[src/tbcc_pkg.sv]
package tbcc_pkg;

    localparam int MAX_MSG_BITS = 48;
    localparam int CRC_BITS     = 16;
    localparam int MIN_MSG_BITS = 6;
    localparam int TB_BITS      = 6;
    localparam int LEN_W        = 6;
    localparam int IDX_W        = 6;

    localparam logic [CRC_BITS-1:0] CRC16_POLY = 16'h1021;
    localparam logic [6:0]          GEN_A      = 7'o133;
    localparam logic [6:0]          GEN_B      = 7'o171;
    localparam logic [6:0]          GEN_C      = 7'o165;

    typedef struct packed {
        logic [MAX_MSG_BITS-1:0] message_bits;
        logic [LEN_W-1:0]        message_length;
        logic                    attach_crc;
        logic [CRC_BITS-1:0]     rnti_mask;
    } in_item_t;

    typedef struct packed {
        logic code_bit_a;
        logic code_bit_b;
        logic code_bit_c;
        logic last_of_block;
    } out_item_t;

    typedef struct packed {
        logic load;
        logic crc_step;
        logic preload;
        logic enc_step;
    } ctrl_cmd_t;

    typedef struct packed {
        logic crc_done;
        logic enc_last;
        logic out_free;
    } ctrl_sts_t;

endpackage

[src/tbcc_ctrl.sv]
module tbcc_ctrl
    import tbcc_pkg::*;
(
    input  logic      clk,
    input  logic      rst_n,
    input  logic      in_valid,
    output logic      in_ready,
    input  ctrl_sts_t sts,
    output ctrl_cmd_t cmd
);

    localparam logic [1:0] ST_IDLE    = 2'd0;
    localparam logic [1:0] ST_CRC     = 2'd1;
    localparam logic [1:0] ST_PRELOAD = 2'd2;
    localparam logic [1:0] ST_ENC     = 2'd3;

    logic [1:0] state_reg;
    logic [1:0] state_next;

    always_comb
    begin
        state_next = state_reg;
        cmd        = '0;
        in_ready   = 1'b0;
        case (state_reg)
            ST_IDLE:
            begin
                in_ready = 1'b1;
                if (in_valid)
                begin
                    cmd.load   = 1'b1;
                    state_next = ST_CRC;
                end
            end
            ST_CRC:
            begin
                cmd.crc_step = 1'b1;
                if (sts.crc_done)
                    state_next = ST_PRELOAD;
            end
            ST_PRELOAD:
            begin
                cmd.preload = 1'b1;
                state_next  = ST_ENC;
            end
            ST_ENC:
            begin
                if (sts.out_free)
                begin
                    cmd.enc_step = 1'b1;
                    if (sts.enc_last)
                        state_next = ST_IDLE;
                end
            end
            default:
            begin
                state_next = ST_IDLE;
            end
        endcase
    end

    always_ff @(posedge clk or negedge rst_n)
    begin
        if (!rst_n)
            state_reg <= ST_IDLE;
        else
            state_reg <= state_next;
    end

endmodule

[src/tbcc_datapath.sv]
module tbcc_datapath
    import tbcc_pkg::*;
(
    input  logic      clk,
    input  logic      rst_n,
    input  in_item_t  in_data,
    input  ctrl_cmd_t cmd,
    output ctrl_sts_t sts,
    output logic      out_valid,
    input  logic      out_ready,
    output out_item_t out_data
);

    logic [MAX_MSG_BITS-1:0] msg_reg;
    logic [MAX_MSG_BITS-1:0] scan_reg;
    logic [CRC_BITS-1:0]     crc_reg;
    logic [CRC_BITS-1:0]     rnti_reg;
    logic [LEN_W-1:0]        len_reg;
    logic                    crc_on_reg;
    logic [TB_BITS-1:0]      tail_reg;
    logic [TB_BITS-1:0]      win_reg;
    logic [IDX_W-1:0]        cnt_reg;
    logic [IDX_W-1:0]        last_idx_reg;
    logic                    out_valid_reg;
    out_item_t               out_reg;

    logic [LEN_W-1:0]    len_clamped;
    logic                crc_in_bit;
    logic                crc_fb;
    logic [CRC_BITS-1:0] crc_shifted;
    logic [CRC_BITS-1:0] crc_masked;
    logic [TB_BITS-1:0]  crc_tail;
    logic                in_msg;
    logic                enc_bit;
    logic [6:0]          window;
    logic [IDX_W:0]      total_ext;
    logic                out_free;

    always_comb
    begin
        if (in_data.message_length > LEN_W'(MAX_MSG_BITS))
            len_clamped = LEN_W'(MAX_MSG_BITS);
        else if (in_data.message_length < LEN_W'(MIN_MSG_BITS))
            len_clamped = LEN_W'(MIN_MSG_BITS);
        else
            len_clamped = in_data.message_length;
    end

    assign crc_in_bit  = scan_reg[MAX_MSG_BITS-1];
    assign crc_fb      = crc_reg[CRC_BITS-1] ^ crc_in_bit;
    assign crc_shifted = {crc_reg[CRC_BITS-2:0], 1'b0} ^ (crc_fb ? CRC16_POLY : '0);
    assign crc_masked  = crc_reg ^ rnti_reg;

    // tail state: bit 5 is the final sequence bit (crc bit 0)
    always_comb
    begin
        for (int i = 0; i < TB_BITS; i++)
            crc_tail[i] = crc_masked[TB_BITS-1-i];
    end

    assign in_msg  = ({1'b0, cnt_reg} < {1'b0, len_reg});
    assign enc_bit = in_msg ? msg_reg[MAX_MSG_BITS-1] : crc_reg[CRC_BITS-1];
    assign window  = {enc_bit, win_reg};

    assign total_ext = {1'b0, len_reg} + (crc_on_reg ? (IDX_W+1)'(CRC_BITS) : '0)
                       - (IDX_W+1)'(1);

    assign out_free = !out_valid_reg || out_ready;

    assign sts.crc_done = (cnt_reg == (len_reg - LEN_W'(1)));
    assign sts.enc_last = (cnt_reg == last_idx_reg);
    assign sts.out_free = out_free;

    always_ff @(posedge clk)
    begin
        if (cmd.load)
        begin
            msg_reg    <= in_data.message_bits;
            scan_reg   <= in_data.message_bits;
            rnti_reg   <= in_data.rnti_mask;
            len_reg    <= len_clamped;
            crc_on_reg <= in_data.attach_crc;
            crc_reg    <= '0;
            cnt_reg    <= '0;
        end
        else if (cmd.crc_step)
        begin
            scan_reg <= {scan_reg[MAX_MSG_BITS-2:0], 1'b0};
            crc_reg  <= crc_shifted;
            tail_reg <= {crc_in_bit, tail_reg[TB_BITS-1:1]};
            cnt_reg  <= cnt_reg + IDX_W'(1);
        end
        else if (cmd.preload)
        begin
            last_idx_reg <= total_ext[IDX_W-1:0];
            cnt_reg      <= '0;
            if (crc_on_reg)
            begin
                crc_reg <= crc_masked;
                win_reg <= crc_tail;
            end
            else
            begin
                win_reg <= tail_reg;
            end
        end
        else if (cmd.enc_step)
        begin
            if (in_msg)
                msg_reg <= {msg_reg[MAX_MSG_BITS-2:0], 1'b0};
            else
                crc_reg <= {crc_reg[CRC_BITS-2:0], 1'b0};
            win_reg <= window[6:1];
            cnt_reg <= cnt_reg + IDX_W'(1);
        end
    end

    always_ff @(posedge clk)
    begin
        if (cmd.enc_step)
        begin
            out_reg.code_bit_a    <= ^(window & GEN_A);
            out_reg.code_bit_b    <= ^(window & GEN_B);
            out_reg.code_bit_c    <= ^(window & GEN_C);
            out_reg.last_of_block <= (cnt_reg == last_idx_reg);
        end
    end

    always_ff @(posedge clk or negedge rst_n)
    begin
        if (!rst_n)
            out_valid_reg <= 1'b0;
        else if (cmd.enc_step)
            out_valid_reg <= 1'b1;
        else if (out_ready)
            out_valid_reg <= 1'b0;
    end

    assign out_valid = out_valid_reg;
    assign out_data  = out_reg;

endmodule

[src/tail_biting_conv_encoder_crc.sv]
// Processing: a bit-serial CRC over the len message bits, one preload step, then
// the encoder; each triple is registered from its encode step.
// A new item is accepted only in idle, after the last triple of the previous item,
// with one CRC bit per cycle and one triple per cycle while out_ready does not stall.
// Reset: rst_n asynchronous, active low; clears controller state and output valid.
module tail_biting_conv_encoder_crc
    import tbcc_pkg::*;
(
    input  logic      clk,
    input  logic      rst_n,
    input  logic      in_valid,
    output logic      in_ready,
    input  in_item_t  in_data,
    output logic      out_valid,
    input  logic      out_ready,
    output out_item_t out_data
);

    ctrl_cmd_t cmd;
    ctrl_sts_t sts;

    tbcc_ctrl u_ctrl
    (
        .clk      (clk),
        .rst_n    (rst_n),
        .in_valid (in_valid),
        .in_ready (in_ready),
        .sts      (sts),
        .cmd      (cmd)
    );

    tbcc_datapath u_datapath
    (
        .clk       (clk),
        .rst_n     (rst_n),
        .in_data   (in_data),
        .cmd       (cmd),
        .sts       (sts),
        .out_valid (out_valid),
        .out_ready (out_ready),
        .out_data  (out_data)
    );

endmodule

[config.mk]
export PLATFORM = sky130hd
export DESIGN_NAME = tail_biting_conv_encoder_crc
export DESIGN_NICKNAME = d
export VERILOG_FILES = /design/src/tbcc_pkg.sv /design/src/tbcc_ctrl.sv /design/src/tbcc_datapath.sv /design/src/tail_biting_conv_encoder_crc.sv
export SDC_FILE = /design/constraint.sdc
export NUM_CORES = 1
export LEC_CHECK = 0
export BUFFER_PORTS_ARGS = -buffer_cell sky130_fd_sc_hd__buf_2
export CORE_UTILIZATION = 60
export CTS_BUF_LIST = sky130_fd_sc_hd__clkbuf_2 sky130_fd_sc_hd__clkbuf_4 sky130_fd_sc_hd__clkbuf_8
export CTS_CLUSTER_SIZE = 30
export DETAILED_ROUTE_END_ITERATION = 7
export HOLD_SLACK_MARGIN = 0.15
export PLACE_DENSITY = 0.93
export SYNTH_ARGS = -nofsm -noshare
export SYNTH_HDL_FRONTEND = slang
export SYNTH_HIERARCHICAL = 1
export SYNTH_SLANG_ARGS = --single-unit
export TNS_END_PERCENT = 50
[constraint.sdc]
create_clock -name clk -period 3.8 [get_ports clk]
set_input_delay 0.19 -clock clk [delete_from_list [all_inputs] [get_ports clk]]
set_output_delay 0.19 -clock clk [all_outputs]
set_load 0.05 [all_outputs]
==> summary.txt <==
Yosys
  – Compound-Gate Fraction of Synth Area: 13.4%
  – Synth top area share: 54.2%
  – Area contributors post-synth: edfxtp_1 54%, o21ai_0 7.6%, dfxtp_1 5.6%
  – Main combinational cell family by area after synthesis: compound AO/OA/AOI/OAI gates
  – Mapped Cells: 707
  – Syn nets: roughly 800
  – Synth Area in Simple Gates: 9.29%
  – Synth Area per Inst: 11.0 um2
  – Largest area contributor in the netlist: edfxtp_1
  – Sequential share of the synthesized area: 60.8%
  – Number of synthesized flops with an enable pin: around 140
  – Yosys reg bits: 166
  – Post-Synth Adder-Cell Area: 3.30%
  – Post-synth top cells: 141 x edfxtp_1, 118 x o21ai_0, 116 x inv_1
  – Mux contribution to synthesized area: 1.43%
  – Count leader, synth: edfxtp_1
  – Yosys warns: 6
  – FFs w/ async S/R, synth: ~1.8%
  – XOR/XNOR share of the synthesized area: 4.12%
  – Cell Area, Synth: 7810 um2
  – Synth Flop Type: edfxtp_1
  – Synth cell types: 51

Worst setup path
  – CP Launch Type: flop
  – CP required: 3.95 ns
  – Crit-path max cell delay: 0.54 ns
  – R2r worst-path depth: 8
  – R2R Setup Slk: 1.07 ns
  – Worst-path fanout max: 25
  – Slowest cell on crit path: a21o_2
  – Crit Path Class: flop to flop
  – Setup crit end kind: flop
  – Arrival time at the worst endpoint: roughly 2.9 ns
  – CP cell instances: inv_1 -> ha_1 -> a21o_1 -> nor3_2 -> nor3b_2 -> buf_4 -> a21o_2 -> buf_12

Timing
  – Final hold violations: 0
  – Tightest Pin Transition: about 0.75 ns
  – F_max: 0.366 GHz
  – Worst Clk Skew: 0.0159 ns
  – Setup TNS: 0 ns
  – Unrepaired setup endpoints after global routing: no
  – Max-slew headroom: between 40 and 50%
  – Final worst slack: 1.07 ns
  – Final Critical Period: 2.73 ns
  – # setup viols final: 0
  – Max-slew violations: 0
  – Tcrit/Tclk final: 71.8%

Drt
  – Total number of vias: approximately 5600
  – Routed wire length: 16500 um
  – Antenna viol nets, final: 0
  – Iter 0 DRT Violations: 517
  – WL/cell: 15.9 um
  – DRT Pass-1 Iters: 6
  – Drc violations: 0
  – Vias per inst: 5.44

Power
  – Tot Pwr: 7.26 mW
  – Peak supply drop: about 0.41 mV
  – Pwr Density: 771 nW/um2
  – Leak pwr: 3.83 nW

Place
  – Pre-CTS setup slack: 1.10 ns
  – IO Port Bufs: 80
  – Placed Area: 8330 um2
  – DP Wirelength: around 9700 um
  – Inst Count DP: 928
  – Routability congestion estimate from global placement: slightly above 0.8

Floorplan
  – Placeable core area: around 13000 um2
  – Chip width: 116 um
  – Die Y: 116 um
  – Starting density of the core: 61.6%
  – Die area: 13500 um2
  – # IOs: 81
  – Cell Rows: 41

GRT
  – GRT Max-Usage Layer: met2
  – Met2 Usage GRT: between 40% and 50%
  – Initial antenna violation count: 0
  – Largest net degree at the start of global routing: 167
  – GR Layer Usage met3: 6.28%
  – Vias in the first global route: 5591
  – Met1 Use GR: 31.2%
  – Remaining global-route overflow: 0
  – First-pass GRT wire length: 25900 um
  – GRT Total Usage: 25.9%

Final layout
  – Layout fillers: 831
  – Non-Filler Instances: 1035
  – Fin nets: 945
  – Final Instance Area: 9410 um2
  – Area growth from synthesis to layout: 20.5%
  – Proportion of layout cells with a drive suffix above 1: ~16%
  – N_diodes: 0

CTS
  – Clk slew on worst S/H paths: 0.08 ns
  – Clock Tree Buf Depth: 2
  – Clock root cell: clkbuf_8
  – PostCTS Resize Cnt: 0
  – # clock sinks: 166
  – CTS Buf Count: 17
  – Worst-Skew Late Latency: 0.45 ns
  – H-Tree Depth: 4
  – CTS tree: done
  – Postcts setup bufs: 0

Run
  – Max cap viols: 0

Outcome
  – Status: complete, no violations

Worst hold path
  – Worst hold path class: input pin to flop
  – Hold path depth: 4
==> final timing paths <==
path | endpoint | from
hold / removal | u_ctrl/state_reg[0] | in_valid
max in group asynchronous | u_ctrl/state_reg[1] | rst_n
setup / recovery | u_datapath/msg_reg[9] | u_datapath/len_reg[5]
min in group asynchronous | u_datapath/out_valid | rst_n
setup reg to reg | u_datapath/msg_reg[9] | u_datapath/len_reg[5]
hold reg to reg | u_datapath/tail_reg[1] | u_datapath/tail_reg[2]
==> cells by family after synthesis <==
| group | Yosys count |
|---|---|
| compound gates | 184 |
| xor+xnor | 32 |
| fa+ha+maj | 20 |
| buf+inv | 152 |
| flops | 166 |
| mux | 10 |
| simple gates | 143 |
==> critical path, delay by kind of cell, from the launching register on <==
family / cells / cell delay, ns
AO/OA/AOI/OAI: 2 / 0.78
buffers and inverters: 3 / 0.59
flip-flops: 1 / 0.40
adder cells (fa/ha/maj): 1 / 0.33
AND/OR/NAND/NOR: 2 / 0.31
==> area by class of cell <==
type,count,area (um2),share of cell area (%)
tap,172,215,2.29
clock inverter,13,83.8,0.891
sequential,166,4750,50.5
inverter,116,435,4.63
multi-input combinational,389,2470,26.2
clock buffer,19,249,2.65
timing repair buffer,160,1210,12.9
==> what timing repair did <==
action,CTS,global route
hold endpoints to repair,123,0
hold buffers,75,0
endpoints found under the setup margin,0,0
==> report_power, final <==
part	switching [mW]	leakage [nW]	total, mW	internal [mW]
logic	1.67	2.12	2.66	0.984
clock network	0.627	0.167	1.09	0.461
registers	0.350	1.54	3.52	3.17
==> metrics by stage <==
stage          utilization [%]  hold WS, ns
2_1_floorplan                -       -0.106
3_3_place_gp              65.7     -0.00690
3_5_place_dp              65.7     -0.00584
4_1_cts                   74.3        0.192
5_1_grt                   74.3        0.229
6_report                  74.3        0.224
==> cell usage in the layout, fill, tap and decap left out, types with 4 or more instances in the layout <==
cell	count
edfxtp_1	141
o21ai_0	118
inv_1	116
buf_2	80
dlygate4sd3_1	75
nand2_1	56
a21oi_1	24
nor2_1	22
dfxtp_1	22
xnor2_1	20
ha_1	19
clkbuf_8	17
nor2b_1	15
nor3b_1	14
o21ai_1	12
o31ai_2	10
xor2_1	9
nor3_1	8
nand2b_1	7
o31ai_1	6
mux2_2	5
nand3_1	5
clkinv_1	4
==> layer usage <==
metal | part of all wire, % | vias up
li1 | - | 2715
met1 | 40 | 2681
met2 | 53 | 203
met3 | 5.2 | 28
met4 | 1.9 | 0
met5 | 0 | -
Power figures use the tool's default switching activity.
